--- src/hdl/pde_pkg.sv ---
// pde_pkg: sizes, read-select codes and the command/status structs
// shared by the controller, the datapath and the top level of the encoder
// depends on nothing
package pde_pkg;

    // sequence limits
    localparam int MAX_VALUES = 64;
    localparam int DIFF_SLOTS = MAX_VALUES - 1;

    // the value width and the widths derived from the limits
    localparam int VAL_W = 32;
    localparam int CNT_W = $clog2(MAX_VALUES + 1);
    localparam int IDX_W = (DIFF_SLOTS > 1) ? $clog2(DIFF_SLOTS) : 1;
    localparam int PER_W = $clog2(DIFF_SLOTS + 1);

    // which address the store read ports take
    typedef enum logic [1:0] {
        RD_MATCH    = 2'd0,
        RD_FALLBACK = 2'd1,
        RD_FIRST    = 2'd2,
        RD_NEXT     = 2'd3
    } rd_sel_t;

    // controller to datapath
    typedef struct packed {
        logic    take;
        logic    cmp_step;
        logic    report;
        logic    emit;
        logic    rd_en;
        rd_sel_t rd_sel;
    } pde_cmd_t;

    // datapath to controller
    typedef struct packed {
        logic cnt_zero;
        logic cnt_full;
        logic first_diff;
        logic final_in;
        logic final_held;
        logic diff_eq;
        logic k_zero;
        logic emit_last;
        logic out_free;
    } pde_status_t;

endpackage

--- src/hdl/periodic_delta_encoder.sv ---
// periodic_delta_encoder: top level, joins the controller and the datapath
// depends on pde_pkg, pde_ctrl, pde_dpath
//
//   channel | handshake                    | payload
//   --------+------------------------------+----------------------------------------
//   input   | in_valid / in_stall          | sample_value, final_value
//   output  | out_valid / out_stall        | base_value, value_count, period_length,
//           |                              | diff_value, diff_present, run_end,
//           |                              | overflow_flag
//
// from the third item of a sequence on, an item that extends the difference
// sequence is taken in IDLE and then resolved in CMP, where the prefix walk takes
// its fallback steps (under one step per item on average)
// the first two items of a sequence and a dropped item are taken in IDLE alone
// a final item adds a REPORT state, then one result per cycle while out_stall is low
// the output register lets the next item be taken while the last result waits
// reset clears the sequence registers at once; the stores need no clearing pass
module periodic_delta_encoder
    import pde_pkg::*;
(
    input  logic                    clk,
    input  logic                    rst_n,
    input  logic                    in_valid,
    output logic                    in_stall,
    input  logic signed [VAL_W-1:0] sample_value,
    input  logic                    final_value,
    output logic                    out_valid,
    input  logic                    out_stall,
    output logic signed [VAL_W-1:0] base_value,
    output logic [CNT_W-1:0]        value_count,
    output logic [PER_W-1:0]        period_length,
    output logic signed [VAL_W-1:0] diff_value,
    output logic                    diff_present,
    output logic                    run_end,
    output logic                    overflow_flag
);

    pde_cmd_t    cmd;
    pde_status_t status;

    pde_ctrl u_ctrl (
        .clk      (clk),
        .rst_n    (rst_n),
        .in_valid (in_valid),
        .in_stall (in_stall),
        .status   (status),
        .cmd      (cmd)
    );

    pde_dpath u_dpath (
        .clk           (clk),
        .rst_n         (rst_n),
        .cmd           (cmd),
        .status        (status),
        .sample_value  (sample_value),
        .final_value   (final_value),
        .out_stall     (out_stall),
        .out_valid     (out_valid),
        .base_value    (base_value),
        .value_count   (value_count),
        .period_length (period_length),
        .diff_value    (diff_value),
        .diff_present  (diff_present),
        .run_end       (run_end),
        .overflow_flag (overflow_flag)
    );

    // a final item always leaves the block busy with its report
    assert property (@(posedge clk) disable iff (!rst_n)
        (in_valid && !in_stall && final_value) |=> in_stall)
        else $error("final item did not start a report");

    // every result has at least one stored value and a period below the count
    assert property (@(posedge clk) disable iff (!rst_n)
        out_valid |-> (value_count != '0) && (CNT_W'(period_length) < value_count)
            && (value_count <= CNT_W'(MAX_VALUES)))
        else $error("result count or period out of range");

    // a result without a difference is the single result of a zero period
    assert property (@(posedge clk) disable iff (!rst_n)
        (out_valid && !diff_present) |-> run_end && (period_length == '0)
            && (diff_value == '0))
        else $error("empty difference result malformed");

endmodule

--- src/hdl/pde_ctrl.sv ---
// pde_ctrl: state machine that sequences take, prefix walk, report and emit
// depends on pde_pkg
module pde_ctrl
    import pde_pkg::*;
(
    input  logic        clk,
    input  logic        rst_n,
    input  logic        in_valid,
    output logic        in_stall,
    input  pde_status_t status,
    output pde_cmd_t    cmd
);

    localparam logic [1:0] ST_IDLE   = 2'd0;
    localparam logic [1:0] ST_CMP    = 2'd1;
    localparam logic [1:0] ST_REPORT = 2'd2;
    localparam logic [1:0] ST_EMIT   = 2'd3;

    logic [1:0] state_reg;
    logic [1:0] state_next;

    // state register
    always_ff @(posedge clk or negedge rst_n)
    begin
        if (!rst_n)
        begin
            state_reg <= ST_IDLE;
        end
        else
        begin
            state_reg <= state_next;
        end
    end

    // next state and commands
    always_comb
    begin
        cmd        = '0;
        cmd.rd_sel = RD_MATCH;
        state_next = state_reg;
        unique case (state_reg)
            ST_IDLE:
            begin
                cmd.rd_en  = 1'b1;
                cmd.rd_sel = RD_MATCH;
                if (in_valid)
                begin
                    cmd.take = 1'b1;
                    if (status.cnt_zero || status.cnt_full || status.first_diff)
                    begin
                        state_next = status.final_in ? ST_REPORT : ST_IDLE;
                    end
                    else
                    begin
                        state_next = ST_CMP;
                    end
                end
            end
            ST_CMP:
            begin
                cmd.cmp_step = 1'b1;
                cmd.rd_en    = 1'b1;
                cmd.rd_sel   = RD_FALLBACK;
                if (status.diff_eq || status.k_zero)
                begin
                    state_next = status.final_held ? ST_REPORT : ST_IDLE;
                end
            end
            ST_REPORT:
            begin
                cmd.report = 1'b1;
                cmd.rd_en  = 1'b1;
                cmd.rd_sel = RD_FIRST;
                state_next = ST_EMIT;
            end
            ST_EMIT:
            begin
                if (status.out_free)
                begin
                    cmd.emit   = 1'b1;
                    cmd.rd_en  = 1'b1;
                    cmd.rd_sel = RD_NEXT;
                    if (status.emit_last)
                    begin
                        state_next = ST_IDLE;
                    end
                end
            end
            default:
            begin
                state_next = ST_IDLE;
            end
        endcase
    end

    assign in_stall = (state_reg != ST_IDLE);

endmodule

--- src/hdl/pde_dpath.sv ---
// pde_dpath: sequence registers, difference and prefix stores, compare,
// period calculation and the output register
// depends on pde_pkg
module pde_dpath
    import pde_pkg::*;
(
    input  logic                    clk,
    input  logic                    rst_n,
    input  pde_cmd_t                cmd,
    output pde_status_t             status,
    input  logic signed [VAL_W-1:0] sample_value,
    input  logic                    final_value,
    input  logic                    out_stall,
    output logic                    out_valid,
    output logic signed [VAL_W-1:0] base_value,
    output logic [CNT_W-1:0]        value_count,
    output logic [PER_W-1:0]        period_length,
    output logic signed [VAL_W-1:0] diff_value,
    output logic                    diff_present,
    output logic                    run_end,
    output logic                    overflow_flag
);

    // sequence state
    logic [VAL_W-1:0] first_reg;
    logic [VAL_W-1:0] prev_reg;
    logic [CNT_W-1:0] count_reg;
    logic [IDX_W-1:0] match_reg;
    logic             ovf_reg;

    // per-item working registers
    logic [VAL_W-1:0] d_reg;
    logic [IDX_W-1:0] k_reg;
    logic             final_reg;
    logic [PER_W-1:0] period_reg;
    logic [IDX_W-1:0] j_reg;

    // stores and their registered read data
    logic [VAL_W-1:0] diff_mem [0:DIFF_SLOTS-1];
    logic [IDX_W-1:0] pfx_mem  [0:DIFF_SLOTS-1];
    logic [VAL_W-1:0] diff_rd_reg;
    logic [IDX_W-1:0] pfx_rd_reg;

    // output register
    logic             out_valid_reg;
    logic [VAL_W-1:0] out_base_reg;
    logic [CNT_W-1:0] out_count_reg;
    logic [PER_W-1:0] out_period_reg;
    logic [VAL_W-1:0] out_diff_reg;
    logic             out_present_reg;
    logic             out_end_reg;
    logic             out_ovf_reg;

    logic [IDX_W-1:0] wr_idx;
    logic [VAL_W-1:0] d_new;
    logic [IDX_W-1:0] k_inc;
    logic             diff_eq;
    logic             k_zero;
    logic             resolve;
    logic             diff_we;
    logic             pfx_we;
    logic [IDX_W-1:0] pfx_wdata;
    logic [IDX_W-1:0] rd_addr;
    logic [IDX_W-1:0] pfx_addr;
    logic [PER_W-1:0] period_calc;
    logic             period_zero;
    logic             emit_last;
    logic             out_free;
    logic             cnt_zero;
    logic             cnt_full;
    logic             first_diff;

    // status decode
    assign wr_idx      = IDX_W'(count_reg - CNT_W'(1));
    assign d_new       = sample_value - prev_reg;
    assign k_inc       = k_reg + IDX_W'(1);
    assign diff_eq     = (d_reg == diff_rd_reg);
    assign k_zero      = (k_reg == '0);
    assign resolve     = cmd.cmp_step && (diff_eq || k_zero);
    assign cnt_zero    = (count_reg == '0);
    assign cnt_full    = (count_reg >= CNT_W'(MAX_VALUES));
    assign first_diff  = (count_reg == CNT_W'(1));
    assign period_calc = PER_W'(count_reg - CNT_W'(1)) - PER_W'(match_reg);
    assign period_zero = (period_reg == '0);
    assign emit_last   = period_zero || ((PER_W'(j_reg) + PER_W'(1)) == period_reg);
    assign out_free    = !out_valid_reg || !out_stall;

    assign status.cnt_zero   = cnt_zero;
    assign status.cnt_full   = cnt_full;
    assign status.first_diff = first_diff;
    assign status.final_in   = final_value;
    assign status.final_held = final_reg;
    assign status.diff_eq    = diff_eq;
    assign status.k_zero     = k_zero;
    assign status.emit_last  = emit_last;
    assign status.out_free   = out_free;

    // store write enables and data
    assign diff_we   = cmd.take && !cnt_zero && !cnt_full;
    assign pfx_we    = (cmd.take && !cnt_zero && !cnt_full && first_diff) || resolve;
    assign pfx_wdata = (cmd.cmp_step && diff_eq) ? k_inc : '0;

    // read address select, prefix port reads entry k-1
    always_comb
    begin
        case (cmd.rd_sel)
            RD_MATCH:    rd_addr = match_reg;
            RD_FALLBACK: rd_addr = pfx_rd_reg;
            RD_FIRST:    rd_addr = '0;
            RD_NEXT:     rd_addr = j_reg + IDX_W'(1);
            default:     rd_addr = match_reg;
        endcase
    end

    assign pfx_addr = rd_addr - IDX_W'(1);

    // difference and prefix stores
    always_ff @(posedge clk)
    begin
        if (diff_we)
        begin
            diff_mem[wr_idx] <= d_new;
        end
        if (pfx_we)
        begin
            pfx_mem[wr_idx] <= pfx_wdata;
        end
        if (cmd.rd_en)
        begin
            diff_rd_reg <= diff_mem[rd_addr];
            pfx_rd_reg  <= pfx_mem[pfx_addr];
        end
    end

    // sequence state and output valid
    always_ff @(posedge clk or negedge rst_n)
    begin
        if (!rst_n)
        begin
            first_reg     <= '0;
            prev_reg      <= '0;
            count_reg     <= '0;
            match_reg     <= '0;
            ovf_reg       <= 1'b0;
            out_valid_reg <= 1'b0;
        end
        else
        begin
            if (cmd.take)
            begin
                if (cnt_zero)
                begin
                    first_reg <= sample_value;
                    prev_reg  <= sample_value;
                    count_reg <= CNT_W'(1);
                end
                else if (cnt_full)
                begin
                    ovf_reg <= 1'b1;
                end
                else
                begin
                    prev_reg <= sample_value;
                    if (first_diff)
                    begin
                        match_reg <= '0;
                        count_reg <= count_reg + CNT_W'(1);
                    end
                end
            end
            if (resolve)
            begin
                match_reg <= diff_eq ? k_inc : '0;
                count_reg <= count_reg + CNT_W'(1);
            end
            if (cmd.emit && emit_last)
            begin
                first_reg <= '0;
                prev_reg  <= '0;
                count_reg <= '0;
                match_reg <= '0;
                ovf_reg   <= 1'b0;
            end
            if (cmd.emit)
            begin
                out_valid_reg <= 1'b1;
            end
            else if (!out_stall)
            begin
                out_valid_reg <= 1'b0;
            end
        end
    end

    // working registers and output payload
    always_ff @(posedge clk)
    begin
        if (cmd.take)
        begin
            final_reg <= final_value;
            d_reg     <= d_new;
            k_reg     <= match_reg;
        end
        if (cmd.cmp_step && !diff_eq && !k_zero)
        begin
            k_reg <= pfx_rd_reg;
        end
        if (cmd.report)
        begin
            period_reg <= period_calc;
            j_reg      <= '0;
        end
        if (cmd.emit)
        begin
            j_reg           <= j_reg + IDX_W'(1);
            out_base_reg    <= first_reg;
            out_count_reg   <= count_reg;
            out_period_reg  <= period_reg;
            out_diff_reg    <= period_zero ? '0 : diff_rd_reg;
            out_present_reg <= !period_zero;
            out_end_reg     <= emit_last;
            out_ovf_reg     <= ovf_reg;
        end
    end

    assign out_valid     = out_valid_reg;
    assign base_value    = out_base_reg;
    assign value_count   = out_count_reg;
    assign period_length = out_period_reg;
    assign diff_value    = out_diff_reg;
    assign diff_present  = out_present_reg;
    assign run_end       = out_end_reg;
    assign overflow_flag = out_ovf_reg;

endmodule
--- config.mk ---
export PLATFORM = sky130hd
export DESIGN_NAME = periodic_delta_encoder
export DESIGN_NICKNAME = d
export VERILOG_FILES = /design/src/hdl/pde_pkg.sv /design/src/hdl/periodic_delta_encoder.sv /design/src/hdl/pde_ctrl.sv /design/src/hdl/pde_dpath.sv
export SDC_FILE = /design/constraint.sdc
export NUM_CORES = 2
export LEC_CHECK = 0
export BUFFER_PORTS_ARGS = -buffer_cell sky130_fd_sc_hd__buf_2
export CAP_MARGIN = 30
export CORE_ASPECT_RATIO = 1.2
export CORE_MARGIN = 4
export CORE_UTILIZATION = 47
export CTS_BUF_LIST = sky130_fd_sc_hd__clkbuf_4 sky130_fd_sc_hd__clkbuf_8
export CTS_CLUSTER_SIZE = 10
export DETAILED_ROUTE_END_ITERATION = 10
export GPL_ROUTABILITY_DRIVEN = 0
export PLACE_DENSITY = 0.7
export SYNTH_ARGS = -nofsm -noshare
export SYNTH_HDL_FRONTEND = slang
export SYNTH_SLANG_ARGS = --single-unit
--- constraint.sdc ---
create_clock -name clk -period 6.4 [get_ports clk]
set_clock_uncertainty 0.2 [all_clocks]
set_input_delay 0.32 -clock clk [delete_from_list [all_inputs] [get_ports clk]]
set_output_delay 0.32 -clock clk [all_outputs]
set_load 0.05 [all_outputs]
# Word level (Yosys, flattened, before mapping)

Memories as Yosys holds them, arrays and structs flattened. A register that Yosys moved wholly into a read port is not among the register bits.
Cells that the tools add are included.

Word-level logic and storage cells: 140
Latch bits: 0
ROM bits: 0
Bits of input ports: 37
Output and inout bits: 82
Memory bits (writable): 2394
Memories: 2
Bits in registers: 212

$mul: 0
$add $sub $neg: 7
Magnitude comparators: 1
Equal/unequal tests: 19
Shift-type cells: 0
Reductions and logical operators: 41
Multiplexer cells: 51
Bitwise logic cells: 0
Divide/modulo/power cells: 0

Memory list:

| memory           | depth | width | rd ports | clocked after Yosys merged registers in | write ports | RTL line        | source |
|---|---|---|---|---|---|---|---|
| u_dpath.diff_mem | 63    | 32    | 1        | 1                                       | 1           | pde_dpath.sv:39 | `logic [VAL_W-1:0] diff_mem [0:DIFF_SLOTS-1];` |
| u_dpath.pfx_mem  | 63    | 6     | 1        | 1                                       | 1           | pde_dpath.sv:40 | `logic [IDX_W-1:0] pfx_mem [0:DIFF_SLOTS-1];` |

Operator list:

| kind                                                                    | count |
|---|---|
| 32-bit two-way mux                                                      | 7 |
| 6-bit two-way mux                                                       | 12 |
| 7-bit two-way mux                                                       | 6 |
| 32-bit equality test                                                    | 1 |
| 32-bit subtractor                                                       | 1 |
| 6-bit one-hot mux with 4 select lines                                   | 1 |
| 1-bit two-way mux                                                       | 15 |
| 2-bit two-way mux                                                       | 7 |
| 6-bit by 1-bit adder with 6-bit output, second input constant           | 2 |
| 6-bit zero test                                                         | 2 |
| 3-bit one-hot mux with 4 select lines                                   | 1 |
| 2-bit nonzero test                                                      | 6 |
| 6-bit by 1-bit subtractor with 6-bit output, second input constant      | 2 |
| 3-bit by 2-bit inequality test with 1-bit output, second input constant | 3 |
| 2-bit equality test, second input constant                              | 4 |
| 1-bit logical AND                                                       | 8 |
| 2-bit by 1-bit inequality test with 1-bit output, second input constant | 4 |
| 2-bit one-hot mux with 4 select lines                                   | 1 |
| 4-bit AND reduction                                                     | 2 |
| 7-bit by 1-bit adder with 7-bit output, second input constant           | 1 |
| 7-bit by 1-bit equality test with 1-bit output, second input constant   | 1 |
| 7-bit >= comparator, second input constant                              | 1 |
| 1-bit zero test                                                         | 7 |
| 7-bit zero test                                                         | 1 |
| 12 further kinds                                                        | 23 |

# Logic depth before layout (Yosys ltp)

Word-level depth: 8
Mapped depth: 16
Depth with buffers taken out: 12

# Cells and area by module

Synthesis repeated with hierarchy kept, for this count alone.

Cell total of the unflattened synthesis: 7392
Area, all modules: 105736.4 µm²

Modules (own cells, without submodules):

| module    | times used | cells an instance | seq. area each (µm²) | area each (µm²) |
|---|---|---|---|---|
| pde_dpath | 1          | 7368              | 78940.7              | 105571.3 |
| pde_ctrl  | 1          | 24                | 50.0                 | 165.2 |

# Worst setup path after synthesis

OpenSTA, ideal clock, no wires.

Path type: reg2reg
Start: register u_dpath.diff_rd_reg[23], read port of u_dpath.diff_mem
End: memory u_dpath.pfx_mem[0][2] (netlist name) (data pin)
Cell stages (with the launch flop): 5
Clock period less this slack: 5651 ps
Buffers on the path: 0
Data arrival time: 4585 ps
Slack: 749 ps
Path through: edfxtp_1 xor2_1 nor4_1 nand4_1 nor4_1

Longest elaborated chain between the ends: 3

Ends and longest elaborated chain:

| what                     | RTL line         | source |
|---|---|---|
| start: declaration       | pde_dpath.sv:41  | `logic [VAL_W-1:0] diff_rd_reg;` |
| 32-bit equality test     | pde_dpath.sv:77  | `assign diff_eq = (d_reg == diff_rd_reg);` |
| 1-bit logical AND        | pde_dpath.sv:101 | `assign pfx_wdata = (cmd.cmp_step && diff_eq) ? k_inc : '0;` |
| 6-bit two-way mux        | pde_dpath.sv:101 |  |
| via u_dpath.pfx_wdata[2] | pde_dpath.sv:62  | `logic [IDX_W-1:0] pfx_wdata;` |
| end: declaration         | pde_dpath.sv:40  |  |

The timed path passes the listed nets, and every way through them passes these cells.

# Final worst setup path

Start: register u_ctrl.state_reg[1]
End: register u_dpath.diff_rd_reg[13], read port of u_dpath.diff_mem (data pin)

Longest elaborated chain between the ends: 4
Elaborated cells between the ends (all ways): 10
Those cells by class: eq/ne: 6; mux: 2; reduce/logical: 2

Ends and longest elaborated chain:

| what                                        | RTL line         | source |
|---|---|---|
| start: declaration                          | pde_ctrl.sv:19   | `logic [1:0] state_reg;` |
| start signal: assignment                    | pde_ctrl.sv:31   | `state_reg <= state_next;` |
| 2-bit equality test (tied with other cells) | pde_ctrl.sv:41   | `unique case (state_reg)` |
| 3-bit one-hot mux with 4 select lines (*)   | pde_ctrl.sv:41   |  |
| 2-bit equality test (tied with other cells) | pde_dpath.sv:106 | `case (cmd.rd_sel)` |
| 6-bit one-hot mux with 4 select lines       | pde_dpath.sv:106 |  |

Every way passes the cells marked *; elsewhere a longest branch is shown, timed or not.
A chain may end at the register's enable or synchronous reset.

==> run metrics <==
outcome=completed; crit path DAT=5.88 ns; r2r setup slk=1.14 ns; die area=228000 um^2; Worst VDD drop=0.000964 V; largest register by flop count=u_dpath.diff_mem; clk sinks=2644; final non-filler cell total=roughly 11000; GRT Total Usage=25.5%; Synth cell types=86; post-CTS setup buffer count=0; synthesized area=104000 um^2; DRT iter0 DRCs=9437; Max Cap Viol=0; worst hold slack=0.0941 ns; Final Slew Violations=0; synthesis-to-finish area growth=13.2%; # setup viols final=0; asr flop ratio synth=3.06%; most common cell in the netlist=edfxtp_1; I/O Buffers=118; first-pass GRT wire length=436000 um; global route overflow=0; row cnt=approximately 190; I/O pin count=119; TritonCTS buffer count=between 300 and 400; Pre-Repair DR Iteration Count=6; Die Y=between 500 and 600 um; average instance area after synthesis=~14 um^2; Setup crit start kind=flop; largest net degree at the start of global routing=144; share of layout cells above drive strength 1=14.4%; synth top area cells=edfxtp_1 74%, nand2_1 5.3%, a311oi_1 3.1%; worst slew pin tran=roughly 1.1 ns; post-synth top area share=74.3%; Layout Nets=7595; CP Max Fanout=50; H-tree Lvls=5; largest area contributor in the netlist=edfxtp_1; Post-synth EDFFs=2563; Post-Layout Inst Area=~120000 um^2; initial core utilization=47.3%; Clock Pin Slew Worst Setup and Hold Paths=0.07 ns; Critical R2R Capture=u_dpath.diff_rd_reg[13]; R2R Path Start=u_ctrl.state_reg[1]; drt via density=roughly 6.3; synth cell count leaders=2563 x edfxtp_1, 1458 x nand2_1, 430 x o22ai_1, 368 x a311oi_1, 259 x a21oi_1; Mapped Cells=about 7200; initial antenna violation count=22; Remaining DRCs=0; final hold violation count=0; unrepaired setup endpoints after global routing=no; number of flip-flops in the largest register=2016; Finished Core Util=53.6%; min-delay src=sample_value[7]; Worst EP required=7.02 ns; Die X=roughly 440 um; DRT antenna net count=0; number of global-route vias before repair=about 66000; setup TNS=0 ns; syn_nets=between 7000 and 8000; Post-Place Cells=10005; vias after detailed routing=67430; Core Box Area=219000 um^2; Slew HR=29.6%; Final Critical Period=5.26 ns; Hold Crit Depth=4; register area share after synthesis=76.2%; Post-DP HPWL=172000 um; clock root buffer=clkbuf_8; Leakage=38.2 nW; worst skew pair latency=1.00 ns; Clock Path Buffers=4; Final WS setup=1.14 ns; TritonCTS clock tree=yes; Power Dens Cells=570 nW/um^2; Routed WL per cell=27.9 um; final WL=299000 um; R2R cell count=11; Largest regs=u_dpath.diff_mem: 2016 flops, u_dpath.pfx_mem: 378 flops; predominant post-synthesis flop cell=edfxtp_1; Tot Pwr=66.8 mW; #FFs+latches synth=2644; HP Class=input pin to flop; Tcrit/Tclk final=82.1%; Fmax=190 MHz; Worst setup EP type=flop; crit path kind=flop to flop; Ys Warns=0; Post-DP Area=109000 um^2; hold path endpoint=u_dpath.first_reg[7]; pre-CTS setup slack=1.23 ns
[per-layer routing]
layer,part of all wire (%),global-route usage (%),vias to the layer above
li1,-,-,28501
met3,11,4.88,910
met2,48,41.7,4696
met5,0.014,0,-
met1,35,32.3,33317
met4,5.9,13.8,6
[timing repair]
item	CTS	global route
hold endpoints to repair	238	0
hold buffers	71	0
resized for setup	0	0
setup endpoints to repair	0	0
[area by class of cell]
type	count	area [um^2]
fillers	17184	102000
flip-flops and latches	2644	79000
multi-input cells	3968	23100
clock buffers	511	6280
repair buffers	460	4050
well taps	2945	3680
clock inverters	138	911
inverters	61	231
diodes	7	17.5
[critical path: stages, from the launching register on]
cell and delay, ns:
dfrtp_1 0.82, a21bo_2 0.33, o22ai_2 0.38, o211a_4 0.80, buf_4 0.51, buf_4 0.44, o22ai_1 0.14, a311oi_1 0.38
nor3_1 0.08, a21oi_1 0.38, a22oi_1 0.36, o21ai_1 0.20
[cell usage in the layout (no fill, tap or decap), types with 120 or more instances in the layout]
| master | Yosys | routed |
|---|---|---|
| o22ai_1 | 430 | 430 |
| buf_4 | 22 | 216 |
| nand2_1 | 1458 | 1457 |
| nor2_1 | 230 | 162 |
| edfxtp_1 | 2563 | 2563 |
| nand3_1 | 212 | 212 |
| a211oi_1 | 134 | 134 |
| clkbuf_4 | 0 | 120 |
| a311oi_1 | 368 | 368 |
| a31oi_1 | 155 | 155 |
| clkbuf_8 | 0 | 391 |
| a21oi_1 | 259 | 259 |
[power breakdown]
group / internal [mW] / switching, mW
clock: 6.78 / 6.19
combinational: 7.84 / 22.2
sequential: 23.4 / 0.406
[worst max path at each step]
| stage | slack (ns) | endpoint | startpoint | depth (start not counted) |
|---|---|---|---|---|
| 6_report | 1.14 | u_dpath.diff_rd_reg[13] | u_ctrl.state_reg[1] | 11 |
| 5_1_grt | 0.99 | u_dpath.diff_rd_reg[5] | u_ctrl.state_reg[1] | 11 |
| 4_1_cts | 1.23 | u_dpath.diff_rd_reg[13] | u_ctrl.state_reg[1] | 11 |
| 3_5_place_dp | 1.23 | u_dpath.diff_rd_reg[13] | u_ctrl.state_reg[1] | 11 |
| 3_3_place_gp | 0.91 | u_dpath.pfx_mem[61][1] | u_dpath.diff_rd_reg[7] | 9 |
| 2_1_floorplan | 0.75 | u_dpath.pfx_mem[0][2] | u_dpath.diff_rd_reg[23] | 4 |
[cell families after synthesis]
family	synth area share (%)
flops	76.2
simple gates	8.69
xor+xnor	0.819
compound gates	10.6
buf+inv	2.41
fa+ha+maj	0.558
mux	0.662
Power figures use the tool's default switching activity.
